`config.mk`:
```
export PLATFORM = sky130hd
export DESIGN_NAME = hsep_back
export DESIGN_NICKNAME = d
export VERILOG_FILES = /design/src/rtl/core/hsep_pkg.sv /design/src/rtl/core/hsep_back.sv
export SDC_FILE = /design/constraint.sdc
export NUM_CORES = 1
export LEC_CHECK = 0
export ABC_AREA = 1
export BUFFER_PORTS_ARGS = -buffer_cell sky130_fd_sc_hd__buf_2
export CORE_ASPECT_RATIO = 0.7
export CORE_MARGIN = 10
export CORE_UTILIZATION = 45
export DETAILED_ROUTE_END_ITERATION = 8
export PLACE_DENSITY = 0.67
export RECOVER_POWER = 100
export SLEW_MARGIN = 15
export SYNTH_ARGS = -nofsm -noshare
export SYNTH_HDL_FRONTEND = slang
export SYNTH_SLANG_ARGS = --single-unit
```
`constraint.sdc`:
```
create_clock -name clk -period 3 [get_ports clk]
set_input_delay 0.45 -clock clk [delete_from_list [all_inputs] [get_ports clk]]
set_output_delay 0.45 -clock clk [all_outputs]
set_load 0.02 [all_outputs]
```
`src/rtl/core/hsep_pkg.sv`:
```
package hsep_pkg;

  localparam int MAX_CODE_LEN_DEF = 32;
  localparam int NUM_SYMBOLS_DEF  = 256;
  localparam int MID_DEPTH        = 4;
  localparam int OUT_DEPTH        = 4;

  localparam logic [1:0] OP_LOAD   = 2'd0;
  localparam logic [1:0] OP_ENCODE = 2'd1;
  localparam logic [1:0] OP_FLUSH  = 2'd2;

  typedef struct packed {
    logic [1:0]  opcode;
    logic [7:0]  symbol;
    logic [31:0] code_word;
    logic [5:0]  code_length;
  } in_item_t;

  typedef struct packed {
    logic [7:0] out_byte;
    logic       last_of_run;
  } out_item_t;

endpackage

```
`src/rtl/core/hsep_back.sv`:
```
module hsep_back #(
  parameter int MAX_CODE_LEN = 32
) (
  input  logic                    clk,
  input  logic                    rst_n,
  input  logic                    q_valid,
  input  logic                    q_flush,
  input  logic [5:0]              q_len,
  input  logic [MAX_CODE_LEN-1:0] q_bits,
  output logic                    q_pop,
  input  logic                    of_full,
  output logic                    of_push,
  output hsep_pkg::out_item_t     of_data
);
  import hsep_pkg::*;

  localparam int WW = MAX_CODE_LEN + 7;
  localparam int CW = $clog2(WW + 1);

  logic [WW-1:0] w_r, w_nxt;
  logic [CW-1:0] wc_r, wc_nxt;
  logic [WW-1:0] merged;
  logic [CW-1:0] merged_cnt;
  logic          busy;

  assign busy       = (wc_r >= CW'(8));
  assign merged     = w_r | ({q_bits, 7'b0} >> wc_r);
  assign merged_cnt = wc_r + CW'(q_len);

  always_comb begin
    w_nxt   = w_r;
    wc_nxt  = wc_r;
    q_pop   = 1'b0;
    of_push = 1'b0;
    of_data = '{out_byte: w_r[WW-1 -: 8], last_of_run: 1'b1};
    if (busy) begin
      if (!of_full) begin
        of_push             = 1'b1;
        of_data.last_of_run = ((wc_r - CW'(8)) < CW'(8));
        w_nxt               = w_r << 8;
        wc_nxt              = wc_r - CW'(8);
      end
    end else if (q_valid) begin
      if (q_flush) begin
        if (wc_r == '0) begin
          q_pop = 1'b1;
        end else if (!of_full) begin
          q_pop   = 1'b1;
          of_push = 1'b1;
          w_nxt   = '0;
          wc_nxt  = '0;
        end
      end else begin
        q_pop = 1'b1;
        if ((merged_cnt >= CW'(8)) && !of_full) begin
          of_push = 1'b1;
          of_data = '{out_byte: merged[WW-1 -: 8],
                      last_of_run: ((merged_cnt - CW'(8)) < CW'(8))};
          w_nxt   = merged << 8;
          wc_nxt  = merged_cnt - CW'(8);
        end else begin
          w_nxt  = merged;
          wc_nxt = merged_cnt;
        end
      end
    end
  end

  always_ff @(posedge clk) begin
    if (!rst_n) begin
      w_r  <= '0;
      wc_r <= '0;
    end else begin
      w_r  <= w_nxt;
      wc_r <= wc_nxt;
    end
  end

endmodule
```
Word-level counts from Yosys, hierarchy flattened. Cells that the tools add are included.

Flip-flop bits (word level): 45. Input bits: 43. Word-level logic and storage cells: 49.

$add $sub $neg: 3. Order comparisons: 4. Eq/ne operators: 3. Shift operators: 1. Multiplexer cells: 30. Bitwise operators: 1. Reductions and logical operators: 5.

Operators by type and width (count): two-way mux 39 bit (7); two-way mux 6 bit (7); OR 39 bit (1); >> shifter 39 x 6 -> 39 bit (1); two-way mux 9 bit (3); greater-or-equal comparator 6 x 4 -> 1 bit (second input constant) (2); less-than comparator 6 x 4 -> 1 bit (second input constant) (2); two-way mux 1 bit (12); subtractor 6 x 4 -> 6 bit (second input constant) (2); two-way mux 8 bit (1); adder 6 bit (1); logical NOT 6 bit (1); inequality test 2 bit (second input constant) (2); AND reduction 4 bit (1); inequality test 3 bit (second input constant) (1); nonzero test 2 bit (1); logical AND 1 bit (1); logical NOT 1 bit (1).

Depth between registers and ports, before layout.
Depth after elaboration: 7. Depth in mapped cells: 15. Mapped depth without buffers: 15.

Worst setup path after synthesis. Ideal clock, no wire load.

Path type: input to output. Start point: input q_len[0]. End point: output of_data[3] (netlist name). Arrival: 2.349 ns. Path slack: 0.201 ns. Stages: 13. Path buffers: 0. Path through: ha_1 > fa_1 > nand3_1 > nand2_1 > nand2_1 > nand2_1 > nand2_1 > inv_1 > nand2_1 > nand2_2 > nor3_4 > inv_2 > o21ai_0.

RTL lines: from (decl) (line hsep_back.sv:8) `input logic [5:0] q_len,`; to (decl) (line hsep_back.sv:13) `output hsep_pkg::out_item_t of_data`.

==> results summary <==
The flow ran to the end, and the final reports show no timing, DRC or antenna violations. The path class of the lowest-slack min-delay path is flop to flop. After routing the design area is 0.00533 mm².

Of the available clock period, the critical path in the final layout requires 0.961. The worst setup path is captured at an output port. The depth of the worst register-to-register path came out at 10. The number of distinct standard cells referenced by the synthesized netlist is 34. The async set-or-reset flop fraction in the synthesized netlist came out at 0. The post-synthesis average cell area came out at 5.50 µm².

The data arrival time of the critical path came out at 2.43 ns. IR analysis of the VDD net gives a maximum drop of 0.436 mV. The worst pin sits at a relative slew slack of 0.512.

The H-tree was split into 2 levels. The count of endpoints failing hold in the final timing report came out at 0. Synthesis produced a netlist whose cell count is 874. In the synthesized netlist the dominant register cell turns out to be sky130_fd_sc_hd__dfxtp_1. The worst hold margin is 0.486 ns. The signed area change from the synthesized netlist to the final layout is 10.9%.

Registers take 902 µm². On the critical path the largest part of the delay comes from simple AND/OR/NAND/NOR gates. The launch point of the worst reg-to-reg path is wc_r[3]. The placeable core area came out at 0.0104 mm².

The buffering stage count on the worst path with inverters included is 3. The mapped netlist covers 0.00480 mm². The peak clock frequency supported by timing is 0.347 GHz. The fraction of the yosys area taken by sequential cells is 0.188. The remaining global-route overflow is 0. The worst setup path is of the flop to output port kind.

The maximum number of buffers from clock root to sink came out at 2. Summing all placed instances gives a cell area of 0.00517 mm². The CTS buffer count came out at 5.

The largest clock skew in the final design came out at 0.00317 ns. Setup slack on the critical path of the routed design comes to 0.116 ns. Summed over all cells, the static leakage comes to 0.00257 µW.

The proportion of layout cells with a drive suffix above 1 came out at 0.114. The number of flops mapped to enable cells by yosys is 0. After clock tree synthesis, the clock-pin slew on the worst setup and hold paths is 0.06 ns. The combined area of the multi-input logic cells came out at 0.00344 mm². The number of nets in the finished design came out at 955. The number of pins with negative max-slew slack in the final report was 0. The transition time at the pin with the least slew margin is 0.724 ns. The path with the worst hold slack has its endpoint at w_r[4]. In this run the critical register-to-register path is captured at w_r[9]. The number of buffers added on ports came out at 53.

The via count of the first global-routing pass is 5542. The largest total area in the synthesized netlist belongs to sky130_fd_sc_hd__nand3_1. The violation count after the first detailed-route iteration is 716. The fraction of post-synthesis cell area in the top cell type by area came out at 0.247. The source of the worst hold timing path is w_r[4]. The total number of placement rows came out at 31. The biggest fanout along the worst timing path is 3.

For this block, the routed nets add up to 17700 µm of wire. The pin count of the biggest net entering global routing came out at 41. The post-placement worst setup slack came out at 0.0715 ns. By instance count, the cell type seen most on the critical path is sky130_fd_sc_hd__nand2_1. The cell count after placement came out at 1027.

The detail route stage leaves a number of antenna-violating nets equal to 0. The number of diodes came out at 0. For this design, the slowest cell found on the critical path is sky130_fd_sc_hd__fa_2. Traced cell by cell, the critical path runs through ha_2 > fa_2 > nand3_1 > nand2_1 > nand2_1 > nand2_1 > nand2_1 > inv_1 > nand2_1 > nand2_2 > nor3_4 > buf_4 > a21o_1 > clkbuf_2. The critical path startpoint category is a flop. The die is 143 µm wide. The number of max-capacitance violations reported is 0.

The non-filler instance count after layout is 1036. The register bit total from synthesis came out at 45. The Yosys warning count came out at 0. The congestion estimate from routability-driven global placement came to 0.957. The number of cells on the worst hold path is 2. On the worst path, the slowest cell contributes a delay of 0.36 ns. TritonCTS built the clock tree. The final routed wire length divided by cell count came out at 17.1 µm. The clock insertion delay at the later pin of the skew report came out at 0.30 ns.

The DRC violation count after routing is 0. The clock sink count is 45. The cell area power density came out at 1280 mW/mm². The synthesized net count is 926. For flop-to-flop paths, the worst setup slack is 0.19 ns. The first-pass GRT wire length is 28900 µm. Ranked by instance count, the synthesized netlist is headed by sky130_fd_sc_hd__nand3_1 (237), sky130_fd_sc_hd__nand2_1 (232), sky130_fd_sc_hd__a21oi_1 (90), sky130_fd_sc_hd__nor2_1 (56), sky130_fd_sc_hd__inv_1 (47).

Yosys instantiated no cell more often than sky130_fd_sc_hd__nand3_1. The tree is rooted in a sky130_fd_sc_hd__clkbuf_16. Detailed placement ended at an HPWL of 13200 µm. The critical path data required time came out at 2.55 ns. The via density per instance is 5.90. After filler insertion, the fill cell instance count of the layout stands at 1157. After synthesis, the cell types taking the most area are sky130_fd_sc_hd__nand3_1 (25%), sky130_fd_sc_hd__dfxtp_1 (19%), sky130_fd_sc_hd__nand2_1 (18%). The number of antenna violations at the first check in global routing is 0. The final route contains 6116 vias. The area enclosed by the die boundary came out at 0.0153 mm². The starting density of the core is 0.462. The time the worst path needs with I/O delays and setup came out at 2.88 ns. The overall die height is 106 µm.

Pin placement for this block handled 54 I/O pins. The number of failing setup endpoints in the final timing report is 0. The first-pass detailed-route iteration total is 5. The global router's overall resource usage came out at 0.229.
## power breakdown
part	internal (µW)	leakage [µW]	switching, µW
combinational	1560	0.00211	3650
clock	354	0.0000799	254
sequential	830	0.000370	185
## repair_timing
| item | in CTS | in global routing |
|---|---|---|
| gates resized for setup | 0 | 10 |
| hold buffers | 0 | 0 |
| setup buffers | 0 | 1 |
| setup endpoints to repair | 0 | 8 |
## worst max path at each step
stage | cells past startpoint | start | slack [ns] | end
6_report | 14 | wc_r[0] | 0.12 | of_data[1]
5_1_grt | 14 | wc_r[0] | -0.006 | of_data[7]
4_1_cts | 14 | wc_r[0] | 0.03 | of_data[3]
3_5_place_dp | 15 | q_len[0] | 0.07 | of_data[3]
3_3_place_gp | 15 | q_len[0] | 0.19 | of_data[4]
2_1_floorplan | 13 | q_len[0] | 0.20 | of_data[3]
## layer usage
layer | wire length, µm | global-route usage
met1 | 8190 | 0.326
met2 | 7340 | 0.336
met3 | 1620 | 0.0476
met4 | 520 | 0.0734
met5 | 0 | 0
## metrics by stage
| stage | TNS (ns) | total power (µW) | util |
|---|---|---|---|
| floorplan | 0 | 4730 | - |
| global placement | 0 | 6100 | 0.497 |
| detailed placement | 0 | 6100 | 0.497 |
| CTS | 0 | 6720 | 0.512 |
| global route | -0.0147 | 7490 | 0.512 |
| finish | 0 | 6830 | 0.512 |
## worst reg2reg max path, stage by stage, from the launching register on
cell                      delay (ns)
sky130_fd_sc_hd__dfxtp_1        0.32
sky130_fd_sc_hd__buf_4          0.22
sky130_fd_sc_hd__nor2_1         0.50
sky130_fd_sc_hd__nand3_1        0.26
sky130_fd_sc_hd__a21oi_1        0.40
sky130_fd_sc_hd__nor2_8         0.07
sky130_fd_sc_hd__nor2_1         0.13
sky130_fd_sc_hd__inv_1          0.24
sky130_fd_sc_hd__buf_4          0.30
sky130_fd_sc_hd__o21ai_0        0.20
sky130_fd_sc_hd__a21oi_1        0.06
## layout by cell type, fill, tap and decap left out, types with 2 or more instances in the layout
| master | netlist | final |
|---|---|---|
| sky130_fd_sc_hd__nor2_1 | 56 | 58 |
| sky130_fd_sc_hd__nor2_4 | 3 | 2 |
| sky130_fd_sc_hd__a21o_1 | 3 | 3 |
| sky130_fd_sc_hd__nand4_1 | 5 | 5 |
| sky130_fd_sc_hd__nand2_2 | 2 | 2 |
| sky130_fd_sc_hd__o21ai_0 | 46 | 44 |
| sky130_fd_sc_hd__o21ai_1 | 3 | 4 |
| sky130_fd_sc_hd__nand2_1 | 232 | 232 |
| sky130_fd_sc_hd__a21oi_1 | 90 | 91 |
| sky130_fd_sc_hd__o211ai_1 | 2 | 2 |
| sky130_fd_sc_hd__clkbuf_8 | 0 | 2 |
| sky130_fd_sc_hd__buf_2 | 25 | 43 |
| sky130_fd_sc_hd__nor3_4 | 2 | 2 |
| sky130_fd_sc_hd__nor2_2 | 4 | 3 |
| sky130_fd_sc_hd__xor2_1 | 3 | 3 |
| sky130_fd_sc_hd__buf_4 | 1 | 23 |
| sky130_fd_sc_hd__nand3_1 | 237 | 237 |
| sky130_fd_sc_hd__a31oi_1 | 6 | 6 |
| sky130_fd_sc_hd__o21bai_1 | 5 | 5 |
| sky130_fd_sc_hd__inv_2 | 7 | 5 |
| sky130_fd_sc_hd__and2_1 | 2 | 2 |
| sky130_fd_sc_hd__dfxtp_1 | 45 | 44 |
| sky130_fd_sc_hd__ha_1 | 8 | 7 |
| sky130_fd_sc_hd__nand3b_1 | 2 | 2 |
| sky130_fd_sc_hd__clkbuf_2 | 0 | 6 |
| sky130_fd_sc_hd__inv_1 | 47 | 49 |
| sky130_fd_sc_hd__a211oi_1 | 2 | 2 |
| sky130_fd_sc_hd__clkbuf_16 | 0 | 5 |
| sky130_fd_sc_hd__clkinv_1 | 4 | 3 |
## final cells by class
type	count	share of cell area
repair buffers	74	0.0806
multi-input cells	718	0.647
flip-flops and latches	45	0.169
clock inverters	1	0.000940
inverters	59	0.0428
well taps	132	0.0310
clock buffers	7	0.0287
## sequential cells by signal, summed over array words and instances (netlist names)
register	count
w_r	39
wc_r	6
## cell families after synthesis
family | synth area share
buffers and inverters | 0.0946
adders and majority gates | 0.0250
AOI/OAI and AO/OA | 0.173
DFF | 0.188
xor gates and xnor gates | 0.00729
and+or+nand+nor | 0.512
Note: power is estimated with default switching activity, not from simulation.
