## src/rtl/core/hsep_fifo.sv

```systemverilog
module hsep_fifo #(
  parameter int W = 8,
  parameter int D = 4
) (
  input  logic                   clk,
  input  logic                   rst_n,
  input  logic                   push,
  input  logic [W-1:0]           wdata,
  input  logic                   pop,
  output logic [W-1:0]           rdata,
  output logic [$clog2(D+1)-1:0] count
);

  localparam int PW = (D > 1) ? $clog2(D) : 1;
  localparam int CW = $clog2(D+1);

  logic [W-1:0]  mem_r [D];
  logic [PW-1:0] wr_ptr_r, wr_ptr_nxt;
  logic [PW-1:0] rd_ptr_r, rd_ptr_nxt;
  logic [CW-1:0] cnt_r, cnt_nxt;
  logic          do_push, do_pop;

  assign do_push = push && (cnt_r != CW'(D));
  assign do_pop  = pop && (cnt_r != '0);
  assign rdata   = mem_r[rd_ptr_r];
  assign count   = cnt_r;

  always_comb begin
    wr_ptr_nxt = wr_ptr_r;
    rd_ptr_nxt = rd_ptr_r;
    cnt_nxt    = cnt_r;
    if (do_push) begin
      wr_ptr_nxt = (wr_ptr_r == PW'(D-1)) ? '0 : wr_ptr_r + PW'(1);
    end
    if (do_pop) begin
      rd_ptr_nxt = (rd_ptr_r == PW'(D-1)) ? '0 : rd_ptr_r + PW'(1);
    end
    if (do_push && !do_pop) begin
      cnt_nxt = cnt_r + CW'(1);
    end else if (!do_push && do_pop) begin
      cnt_nxt = cnt_r - CW'(1);
    end
  end

  always_ff @(posedge clk) begin
    if (!rst_n) begin
      wr_ptr_r <= '0;
      rd_ptr_r <= '0;
      cnt_r    <= '0;
    end else begin
      wr_ptr_r <= wr_ptr_nxt;
      rd_ptr_r <= rd_ptr_nxt;
      cnt_r    <= cnt_nxt;
    end
  end

  always_ff @(posedge clk) begin
    if (do_push) begin
      mem_r[wr_ptr_r] <= wdata;
    end
  end

endmodule

```

## config.mk

```make
export PLATFORM = sky130hd
export DESIGN_NAME = hsep_fifo
export DESIGN_NICKNAME = d
export VERILOG_FILES = /design/src/rtl/core/hsep_fifo.sv
export SDC_FILE = /design/constraint.sdc
export NUM_CORES = 1
export LEC_CHECK = 0
export ABC_AREA = 1
export CORE_MARGIN = 4
export CORE_UTILIZATION = 40
export CTS_CLUSTER_DIAMETER = 150
export DETAILED_ROUTE_END_ITERATION = 10
export DONT_BUFFER_PORTS = 1
export PLACE_DENSITY_LB_ADDON = 0.25
export SETUP_SLACK_MARGIN = 0.3
export SYNTH_ARGS = -nofsm -noshare
export SYNTH_HDL_FRONTEND = slang
export SYNTH_SLANG_ARGS = --single-unit
```

## constraint.sdc

```tcl
create_clock -name clk -period 2.27 [get_ports clk]
set_input_delay 0.227 -clock clk [delete_from_list [all_inputs] [get_ports clk]]
set_output_delay 0.227 -clock clk [all_outputs]
set_load 0.01 [all_outputs]
```

# --- After elaboration in Yosys (flattened, before gate mapping) ---
# Memories as Yosys holds them, arrays and structs flattened. A register that Yosys moved wholly into a read port is not among the register bits.
# Index checks and enable logic that the tools add are counted.
totals:
  ff_bits: 7
  latch_bits: 0
  ramBits: 32
  rom_bits: 0
  out_inout_bits: 11
  wordCells: 27
  memories: 1
classes:
  addsub: 4
  multipliers: 0
  n_div: 0
  order_cmp: 0
  n_eq_ne: 3
  shifts: 0
  mux: 8
  bitwise_logic: 0
  reduce_logical: 8
mem_list:
  columns: ["name", "depth", "word_bits", "rd", "rd_ports_with_merged_regs", "write_ports", "line_no", "text"]
  rows:
  - ["mem_r", 4, 8, 1, 1, 1, "17", "logic [W-1:0] mem_r [D];"]
ops:
  columns: ["op", "n"]
  rows:
  - ["$mux W2", 4]
  - ["$mux W3", 2]
  - ["$add A2 B1 Y2 const B", 2]
  - ["$eq A2 B2 Y1 const B", 2]
  - ["$logic_and A1 B1 Y1", 4]
  - ["$add A3 B1 Y3 const B", 1]
  - ["$ne A3 B3 Y1 const B", 1]
  - ["$reduce_bool A3 Y1", 1]
  - ["$sub A3 B1 Y3 const B", 1]
  - ["$logic_not A1 Y1", 2]
  - ["$mux W1", 2]
  - ["$reduce_bool A2 Y1", 1]

# --- Longest topological paths before layout ---
# Gate-level depths: netlist of the first run.
depth:
  depth_word: 6
  ltp_mapped: 13
  ltp_nobuf: 13

# --- Worst setup path after synthesis of the first run ---
# Ideal clock, no wire load.
synth_path:
  path_type: "register to register"
  start: "reg cnt_r[1] (netlist: count[1])"
  end: "reg cnt_r[1] (netlist: count[1])"
  t_arrival_ns: 1.651
  setup_slack_ns: 0.503
  stages_incl_launch_ff: 10
  path_buffers: 0
  synth_period_minus_slack_ns: 1.767
  path_cell_list: "dfxtp_1 > nor2_1 > nand2_1 > nand2_1 > inv_1 > ha_1 > inv_1 > fa_1 > o21ai_0 > nor2_1"
synth_between:
  elab_cells_between_ends: 13
synth_lines:
  columns: ["item", "line_no", "text"]
  rows:
  - ["from (decl)", "20", "logic [CW-1:0] cnt_r, cnt_nxt;"]
  - ["from (signal assigned)", "53", "cnt_r <= cnt_nxt;"]
  - ["$ne A3 B3 Y1", "23", "assign do_push = push && (cnt_r != CW'(D));"]
  - ["$logic_and A1 B1 Y1", "23", null]
  - ["via do_push", "21", "logic do_push, do_pop;"]
  - ["$logic_and A1 B1 Y1", "38", "if (do_push && !do_pop) begin"]
  - ["$mux W3", "38", null]
  - ["via cnt_nxt[1]", "20", null]
# The timed path passes the listed nets, and every way through them passes these cells. The select of a mux whose other input is x is not followed.
# A chain may end at the register's enable or synchronous reset.

# --- Worst setup path in the final report of the first run ---
# Ends and elaborated chain as after synthesis.

==> flow_metrics.py, run 1 <==
metrics = {
    "run_status": {
        "outcome": "completed",
    },
    "die": {
        "dieArea_sq_um": 5310,
        "chipHeight_um": 72.9,
        "start_util": 0.418,
        "rows": 23,
        "core_area_sq_um": 4030,
        "num_io_pins": 23,
        "fp.dieW_um": 72.9,
    },
    "placed_design": {
        "gp_congestion": 0.705,
        "portBuffers": 0,
        "post-place-ws_ps": 320,
        "hpwl_um": 1970,
        "dpl-instance-area_sq_um": 1750,
    },
    "synthesis": {
        "yosys_warnings": 0,
        "yosys_register_bits": 41,
        "seq_area_frac_synth": 0.678,
        "synth_top_area_frac": 0.571,
        "yosysTopAreaCell": "edfxtp_1",
        "syn_nets": 165,
        "synthArstFlopShare": 0,
        "synthTopCellsByCount": "edfxtp_1 (32), nor2_1 (31), inv_1 (16)",
        "synth.most_common_cell": "edfxtp_1",
        "synth-main-ff-cell": "edfxtp_1",
        "syn_area_sq_um": 1680,
        "ys_top_cells_by_area": "edfxtp_1 (57%), dfxtp_1 (11%), nor2_1 (6.9%), ha_1 (4.5%), o21ai_0 (4.2%)",
        "synth.avg_cell_area_sq_um": 11.5,
        "ys_types": 18,
        "syn_inst": 146,
        "synth_edf_count": 32,
    },
    "cells_and_area": {
        "insertedDiodeCount": 0,
        "nets": 179,
        "area_growth_pct": 14.2,
        "fillerInstances": 374,
        "drive_above_1_share": 0.137,
        "design_area_sq_um": 1920,
    },
    "timing": {
        "relSlewSlack": 0.768,
        "fin_crit_ps": 1790,
        "slew_violations": 0,
        "fmax_ghz": 0.557,
        "rsz0062_at_grt": "true",
        "hold_violations": 0,
        "tightest_slew_ps": 347,
        "worst_clock_skew_ps": 10.4,
        "tns_ps": 0,
        "setup_slack_ps": 475,
        "setup_viol": 0,
        "fin_crit_sh": 0.791,
    },
    "route": {
        "routed_wl_um": 2920,
        "drt_first_pass_iters": 4,
        "antenna_left": 0,
        "first_iter_violations": 57,
        "wl_per_cell_um": 13.8,
        "drc": 0,
        "viasPerCell": 4.80,
        "vias": 1012,
    },
    "clock_tree": {
        "clk_pin_slew_ps": 80,
        "clk_path_buf_depth": 2,
        "clk_latency_ps": 290,
        "cts_buffers": 5,
        "cts_root_buf": "clkbuf_8",
        "cts_tree": "yes",
        "htreeDepth": 2,
        "cts_sinks": 41,
    },
    "global_route": {
        "use_met3": 0.0606,
        "use_met1": 0.138,
        "antenna_found_initial": 0,
        "grt_pass1_wl_um": 4700,
        "busiest_layer": "met2",
        "grt_max_degree": 18,
        "grt_pass1_vias": 984,
        "overflow": 0,
        "grtUsageTotal": 0.124,
        "use_met2": 0.202,
    },
    "hold_path": {
        "hold_path.class": "input pin to flop",
    },
    "power": {
        "p_per_area_nw_per_um2": 1150,
        "power.leakage_nw": 0.730,
        "ir_drop_v": 0.000383,
    },
    "critical_path": {
        "cp_data_arrival_time_ps": 1980,
        "end_kind": "flop",
        "critPathKind": "flop to flop",
        "required_ps": 2460,
        "cp-start-kind": "flop",
        "crit_path_max_fanout": 4,
    },
    "run": {
        "drv_cap": 0,
    },
}
[layout by cell type, fill, tap and decap left out, types with 3 or more instances in the layout]
master,instances
dfxtp_2,3
inv_1,16
clkbuf_8,5
nand2_1,14
buf_4,5
dlygate4sd3_1,4
o21ai_0,14
nor2_1,31
o22ai_1,8
edfxtp_1,32
dfxtp_1,6
ha_1,6
[flip-flops by register name (all words and copies together), names as in the netlist, named ones only]
name and flops:
count 3, mem_r 32, rd_ptr_r 2, wr_ptr_r 2
[worst paths after layout]
path                                       startpoint                    end  slack, ps  cells after the start
worst max register to register  count[1]$_SDFFE_PN0P_  count[1]$_SDFFE_PN0P_        480                      9
worst max-delay path            count[1]$_SDFFE_PN0P_  count[1]$_SDFFE_PN0P_        480                      9
worst min-delay path                         wdata[5]  mem_r[1][5]$_DFFE_PP_         20                      0
worst min register to register  count[0]$_SDFFE_PN0P_  count[0]$_SDFFE_PN0P_        530                      2
[critical path: stages, from the launching register on]
cell and delay, ps:
dfxtp_2 370, nor2_1 140, nand2_1 110, nand2_2 90, inv_1 40, ha_1 200
inv_1 100, fa_1 410, o21ai_0 170, nor2_1 60
[timing repair]
item | 4_1_cts | 5_1_grt
hold endpoints to repair | 0 | 14
hold buffers | 0 | 4
setup buffers | 0 | 1
gates resized for setup | 0 | 4
setup endpoints to repair | 0 | 8
[kinds of logic (layout without fill, tap and decap cells)]
family,count (synthesis),in the layout,share of synthesized area
AO/OA/AOI/OAI,28,28,0.0936
flip-flops,41,41,0.678
buffers and inverters,19,34,0.0513
AND/OR/NAND/NOR,51,51,0.121
adder cells (fa/ha/maj),7,7,0.0565
[metal layers]
metal / wire (um) / vias up / part of all wire
met2: 1480 / 28 / 0.51
met5: 0 / - / 0
met4: 53 / 0 / 0.018
met3: 230 / 5 / 0.079
li1: - / 527 / -
met1: 1160 / 452 / 0.40
[report_power, final]
part	total [mW]	internal, mW	switching [mW]	leakage [nW]
Sequential	1.05	0.938	0.115	0.369
Clock	0.574	0.329	0.246	0.0543
Combinational	0.577	0.201	0.376	0.307
Total	2.20	1.47	0.737	0.730
[area by class of cell]
cell class / count / area (sq um) / area share
multi-input cells: 86 / 459 / 0.239
clock inverters: 3 / 46.3 / 0.0241
inverters: 17 / 63.8 / 0.0332
repair buffers: 9 / 77.6 / 0.0403
clock buffers: 5 / 68.8 / 0.0358
well taps: 50 / 62.6 / 0.0325
flip-flops and latches: 41 / 1140 / 0.595
[stage by stage]
stage / power, mW / util / hold slack, ps / std cells
4_1_cts: 2.21 / 0.464 / 11.3 / 206
3_5_place_dp: 1.63 / 0.435 / 326 / 198
6_report: 2.20 / 0.477 / 22.8 / 211
2_1_floorplan: 1.50 / - / 326 / 146
3_3_place_gp: 1.60 / 0.435 / 326 / 198
5_1_grt: 2.39 / 0.477 / 0.250 / 211
Power figures use the tool's default switching activity.
==> inputs of run 2 (changes only) <==
Clock period 2.27 ns to 1.86 ns, I/O delays scaled along.
==> run 2 against run 1 <==
Against the previous run: sequential power rose by 25%; routed wire length rose by 4.6%; combinational power rose by 48%; non-clock buffer count rose by 7; critical path depth rose by 3; clock power fell by 7.1%; via count rose by 6.9%; final cell count rose by 3.3%; sequential share of layout area fell by 2.5 points; critical path type unchanged.
==> flow_metrics.py, run 2 (synthesis results as in run 1) <==
metrics = {
    "run_status": {
        "outcome": "completed",
    },
    "placed_design": {
        "gp_congestion": 0.726,
        "portBuffers": 0,
        "hpwl_um": 2080,
        "dp_cells": 199,
        "post-place-ws_ps": 146,
    },
    "global_route": {
        "use_met1": 0.134,
        "antenna_found_initial": 0,
        "use_met2": 0.226,
        "busiest_layer": "met2",
        "grt_pass1_vias": 1093,
        "overflow": 0,
        "grt_pass1_wl_um": 4950,
        "use_met3": 0.0413,
        "grtUsageTotal": 0.127,
        "grt_max_degree": 17,
    },
    "timing": {
        "fmax_ghz": 0.626,
        "relSlewSlack": 0.798,
        "setup_viol": 0,
        "tightest_slew_ps": 307,
        "tns_ps": 0,
        "rsz0062_at_grt": "true",
        "setup_slack_ps": 263,
        "worst_clock_skew_ps": 5.20,
        "hold_violations": 0,
        "slew_violations": 0,
        "fin_crit_ps": 1600,
        "fin_crit_sh": 0.858,
    },
    "clock_tree": {
        "cts_sinks": 41,
        "clk_pin_slew_ps": 70,
        "cts_root_buf": "clkbuf_8",
        "htreeDepth": 2,
        "cts_buffers": 5,
        "cts_tree": "yes",
        "clk_path_buf_depth": 2,
        "clk_latency_ps": 280,
    },
    "cells_and_area": {
        "final_common_cell": "edfxtp_1",
        "area_growth_pct": 20.1,
        "top_register": "mem_r",
        "mostFrequentLayoutCells": "edfxtp_1 (32), nor2_1 (30), inv_1 (13), o21ai_0 (13), nand2_1 (11)",
        "insertedDiodeCount": 0,
        "fin_util": 0.502,
        "instances_no_fill": 218,
        "nets": 186,
        "drive_above_1_share": 0.220,
        "fillerInstances": 373,
        "largest_register_ff_count": 32,
    },
    "hold_path": {
        "hold_end": "count[2]$_SDFFE_PN0P_",
        "min_from": "rst_n",
        "hold_path.class": "input pin to flop",
        "hold_depth": 2,
    },
    "critical_path": {
        "critPathSlowestCell": "dfxtp_4",
        "crit_path_max_incr_delay_ps": 380,
        "crit_chain": "nor2_4, nand2_1, nand2_2, ha_4, inv_2, fa_2, inv_1, nand2_1, nand3_1, nand2_1, inv_1, nor2_1",
        "path_common_cell": "nand2_1",
        "reg2reg_slack_ps": 260,
        "required_ps": 2050,
        "end_kind": "flop",
        "cp-start-kind": "flop",
        "cp_top_family": "simple AND/OR/NAND/NOR gates",
        "crit_path_max_fanout": 4,
        "worst-path-buf-inv": 3,
        "r2r_start": "count[0]$_SDFFE_PN0P_",
        "cp_data_arrival_time_ps": 1790,
        "critPathKind": "flop to flop",
        "worst_r2r_endpoint": "count[2]$_SDFFE_PN0P_",
        "reg2reg_depth": 12,
    },
    "route": {
        "drt_first_pass_iters": 4,
        "first_iter_violations": 43,
        "wl_per_cell_um": 14.0,
        "routed_wl_um": 3050,
        "vias": 1082,
        "viasPerCell": 4.96,
        "antenna_left": 0,
        "drc": 0,
    },
    "die": {
        "start_util": 0.418,
        "chipHeight_um": 72.9,
        "num_io_pins": 23,
        "rows": 23,
        "core_area_sq_um": 4030,
        "fp.dieW_um": 72.9,
        "dieArea_sq_um": 5310,
    },
    "power": {
        "total_power_mw": 2.69,
        "p_per_area_nw_per_um2": 1330,
        "power.leakage_nw": 0.764,
        "ir_drop_v": 0.000642,
    },
    "run": {
        "drv_cap": 0,
    },
}
==> run 2: cell count changes in the layout (fill, tap and decap cells not counted), sizes merged <==
| cell | before | now |
|---|---|---|
| dlygate4sd3 | 4 | 9 |
| buf | 5 | 7 |
| bufinv | 1 | 0 |
| clkbuf | 5 | 6 |
| clkinv | 1 | 2 |
| clkinvlp | 1 | 0 |
==> run 2: worst max-delay path by stage <==
stage	start	endpoint	slack [ps]	cells past startpoint
after floorplan	count[0]$_SDFFE_PN0P_	count[1]$_SDFFE_PN0P_	250	9
after global placement	count[0]$_SDFFE_PN0P_	count[1]$_SDFFE_PN0P_	180	9
after detailed placement	count[0]$_SDFFE_PN0P_	count[1]$_SDFFE_PN0P_	150	9
after CTS	count[0]$_SDFFE_PN0P_	count[1]$_SDFFE_PN0P_	270	9
after global routing	count[0]$_SDFFE_PN0P_	count[2]$_SDFFE_PN0P_	150	13
final	count[0]$_SDFFE_PN0P_	count[2]$_SDFFE_PN0P_	260	12
==> run 2: repair_timing <==
action                                 4_1_cts  5_1_grt
endpoints found under the hold margin       33        0
pin swaps                                    2        0
setup buffers                                2        0
hold buffers                                 9        0
gates resized for setup                      6        8
setup endpoints to repair                   10        9
==> run 2: cell type report <==
class / instances / area (sq um) / share of cell area
inverters: 17 / 66.3 / 0.0328
multi-input cells: 86 / 514 / 0.254
flip-flops and latches: 41 / 1150 / 0.571
clock buffers: 6 / 72.6 / 0.0359
repair buffers: 16 / 143 / 0.0705
well taps: 50 / 62.6 / 0.0309
clock inverters: 2 / 10.0 / 0.00495
==> run 2: per-stage QoR <==
stage	cell area, sq um	hold WS [ps]
6_report	2020	14.2
5_1_grt	2020	21.2
3_3_place_gp	1790	285
3_5_place_dp	1790	285
2_1_floorplan	1710	285
4_1_cts	1990	3.92
==> run 2: per-layer routing <==
metal  part of all wire  vias to the layer above
met4              0.016                        0
met5                  0                        -
met1               0.38                      514
met3              0.055                        5
li1                   -                      539
met2               0.55                       24
==> run 2: power by group <==
group | internal (mW) | leakage, nW | switching, mW | total [mW]
clock network | 0.259 | 0.0450 | 0.273 | 0.533
registers | 1.16 | 0.370 | 0.146 | 1.31
logic | 0.335 | 0.349 | 0.519 | 0.855
==> run 2: worst register-to-register path: stages (launching register included) <==
cell and delay [ps]:
dfxtp_4 380, nor2_4 120, nand2_1 70, nand2_2 90, ha_4 130, inv_2 40
fa_2 350, inv_1 60, nand2_1 60, nand3_1 70, nand2_1 50, inv_1 50
nor2_1 40
==> inputs of run 3 (changes only) <==
Settings changed: ABC_AREA 1 to not set.
==> run 3 against run 2 <==
Against the previous run: final cell count shrank 26%; sequential power shrank 5%; sequential share of layout area grew 1.8 points; utilization shrank 1.4 points; synthesized area shrank 2.3%; first-iteration DRC count shrank 58%; power shrank 4.9%; cell area shrank 3.4%; routed wire length shrank 19%; non-clock buffer count shrank 1; critical path type unchanged.
==> flow_metrics.py, run 3 <==
metrics = {
    "run_status": {
        "outcome": "completed",
    },
    "timing": {
        "fin_crit_sh": 0.987,
        "setup_slack_ps": 25.0,
        "holdWs_ps": 16.0,
        "rsz0062_at_grt": "true",
        "slew_violations": 0,
        "worst_clock_skew_ps": 5.05,
        "fmax_ghz": 0.545,
        "setup_viol": 0,
        "tightest_slew_ps": 400,
        "hold_violations": 0,
        "fin_crit_ps": 1840,
        "relSlewSlack": 0.733,
    },
    "route": {
        "routed_wl_um": 2490,
        "first_iter_violations": 18,
        "antenna_left": 0,
        "vias": 787,
        "drt_first_pass_iters": 4,
        "viasPerCell": 4.89,
        "wl_per_cell_um": 15.4,
        "drc": 0,
    },
    "die": {
        "start_util": 0.411,
        "chipHeight_um": 72.1,
        "dieArea_sq_um": 5200,
        "rows": 23,
        "num_io_pins": 23,
        "core_area_sq_um": 4000,
        "fp.dieW_um": 72.1,
    },
    "hold_path": {
        "hold_depth": 1,
        "min_from": "rst_n",
        "hold_end": "count[0]$_SDFFE_PN0P_",
        "hold_path.class": "input pin to flop",
    },
    "synthesis": {
        "syn_area_sq_um": 1650,
        "synth-main-ff-cell": "edfxtp_1",
        "syn_inst": 91,
        "synth.most_common_cell": "edfxtp_1",
        "synth.avg_cell_area_sq_um": 18.1,
        "synthArstFlopShare": 0,
        "synthTopCellsByCount": "edfxtp_1 (32), dfxtp_1 (9), mux4_2 (8)",
        "yosysTopAreaCell": "edfxtp_1",
        "syn_nets": 110,
        "ys_types": 22,
        "yosys_register_bits": 41,
        "synth_edf_count": 32,
        "seq_area_frac_synth": 0.694,
        "ys_top_cells_by_area": "edfxtp_1 (58%), dfxtp_1 (11%), mux4_2 (11%), ha_1 (4.6%), and2_1 (1.9%)",
        "synth_top_area_frac": 0.584,
        "yosys_warnings": 0,
    },
    "placed_design": {
        "gp_congestion": 0.721,
        "portBuffers": 0,
        "post-place-ws_ps": 21.5,
        "dp_cells": 145,
        "dpl-instance-area_sq_um": 1750,
    },
    "critical_path": {
        "cp-start-kind": "flop",
        "cp_data_arrival_time_ps": 2060,
        "critPathKind": "flop to flop",
        "reg2reg_depth": 7,
        "required_ps": 2080,
        "reg2reg_slack_ps": 20,
        "end_kind": "flop",
        "worst_r2r_endpoint": "count[2]$_SDFFE_PN0P_",
        "r2r_start": "count[0]$_SDFFE_PN0P_",
        "crit_path_max_fanout": 3,
    },
    "cells_and_area": {
        "instances_no_fill": 161,
        "nets": 129,
        "largest_register_ff_count": 32,
        "top_register": "mem_r",
        "insertedDiodeCount": 0,
        "area_growth_pct": 18.7,
        "mostFrequentLayoutCells": "edfxtp_1 (32), mux4_2 (8), dlygate4sd3_1 (8)",
        "design_area_sq_um": 1950,
        "drive_above_1_share": 0.306,
        "final_common_cell": "edfxtp_1",
    },
    "global_route": {
        "grt_max_degree": 14,
        "grt_pass1_wl_um": 4090,
        "grt_pass1_vias": 844,
        "grtUsageTotal": 0.109,
        "antenna_found_initial": 0,
        "overflow": 0,
    },
    "power": {
        "ir_drop_v": 0.000646,
        "total_power_mw": 2.56,
        "power.leakage_nw": 0.674,
        "p_per_area_nw_per_um2": 1310,
    },
    "clock_tree": {
        "clk_pin_slew_ps": 70,
        "cts_setup_buffers": 0,
        "htreeDepth": 2,
        "cts_tree": "yes",
        "clk_path_buf_depth": 2,
        "cts_root_buf": "clkbuf_8",
        "cts_buffers": 5,
        "cts_sinks": 41,
        "clk_latency_ps": 290,
    },
    "run": {
        "drv_cap": 0,
    },
}
[run 3: per-layer routing]
metal | part of all wire | GRT usage | vias up
met1 | 0.40 | 0.116 | 381
met4 | 0.018 | 0.0438 | 0
met2 | 0.53 | 0.188 | 21
li1 | - | - | 380
met5 | 0 | 0 | -
met3 | 0.052 | 0.0485 | 5
[run 3: how the worst max path moves through the flow]
stage	start	to	slack [ps]
2_1_floorplan	count[0]$_SDFFE_PN0P_	count[2]$_SDFFE_PN0P_	2
3_3_place_gp	count[0]$_SDFFE_PN0P_	count[2]$_SDFFE_PN0P_	80
3_5_place_dp	count[0]$_SDFFE_PN0P_	count[2]$_SDFFE_PN0P_	20
4_1_cts	count[0]$_SDFFE_PN0P_	count[2]$_SDFFE_PN0P_	10
5_1_grt	count[1]$_SDFFE_PN0P_	count[2]$_SDFFE_PN0P_	-50
6_report	count[0]$_SDFFE_PN0P_	count[2]$_SDFFE_PN0P_	20
[run 3: metrics by stage]
stage / TNS [ps] / util
2_1_floorplan: 0 / -
3_3_place_gp: 0 / 0.438
5_1_grt: -50.7 / 0.488
3_5_place_dp: 0 / 0.438
4_1_cts: 0 / 0.487
6_report: 0 / 0.488
[run 3: final cells by class]
cell class | instances | area [sq um]
clock buffers | 5 | 68.8
flip-flops and latches | 41 | 1150
clock inverters | 3 | 41.3
repair buffers | 15 | 136
well taps | 50 | 62.6
inverters | 3 | 11.3
multi-input cells | 44 | 483
fillers | 324 | 2050
[run 3: critical path, stage by stage, from the launching register on]
cell and delay, ps:
dfxtp_4 360, o31ai_4 250, ha_2 230, inv_2 40, fa_2 330, xor2_1 150, or3_1 300, a21boi_1 120
[run 3: timing repair]
item                                    4_1_cts  5_1_grt
endpoints found under the setup margin        7       39
hold buffers                                  8        0
hold endpoints to repair                     32        0
gates resized for setup                       2        4
[run 3: kinds of logic after synthesis]
kind of cell    after synthesis  synth area share
compound gates                6            0.0380
fa+ha+maj                     7            0.0578
simple gates                 18            0.0532
xor+xnor                      2            0.0106
buf+inv                       6            0.0190
flops                        41             0.694
mux                          11             0.128
[run 3: power breakdown]
part	total (mW)	switching, mW	internal [mW]
clock network	0.685	0.290	0.395
registers	1.24	0.0984	1.14
logic	0.640	0.304	0.335
total	2.56	0.693	1.87
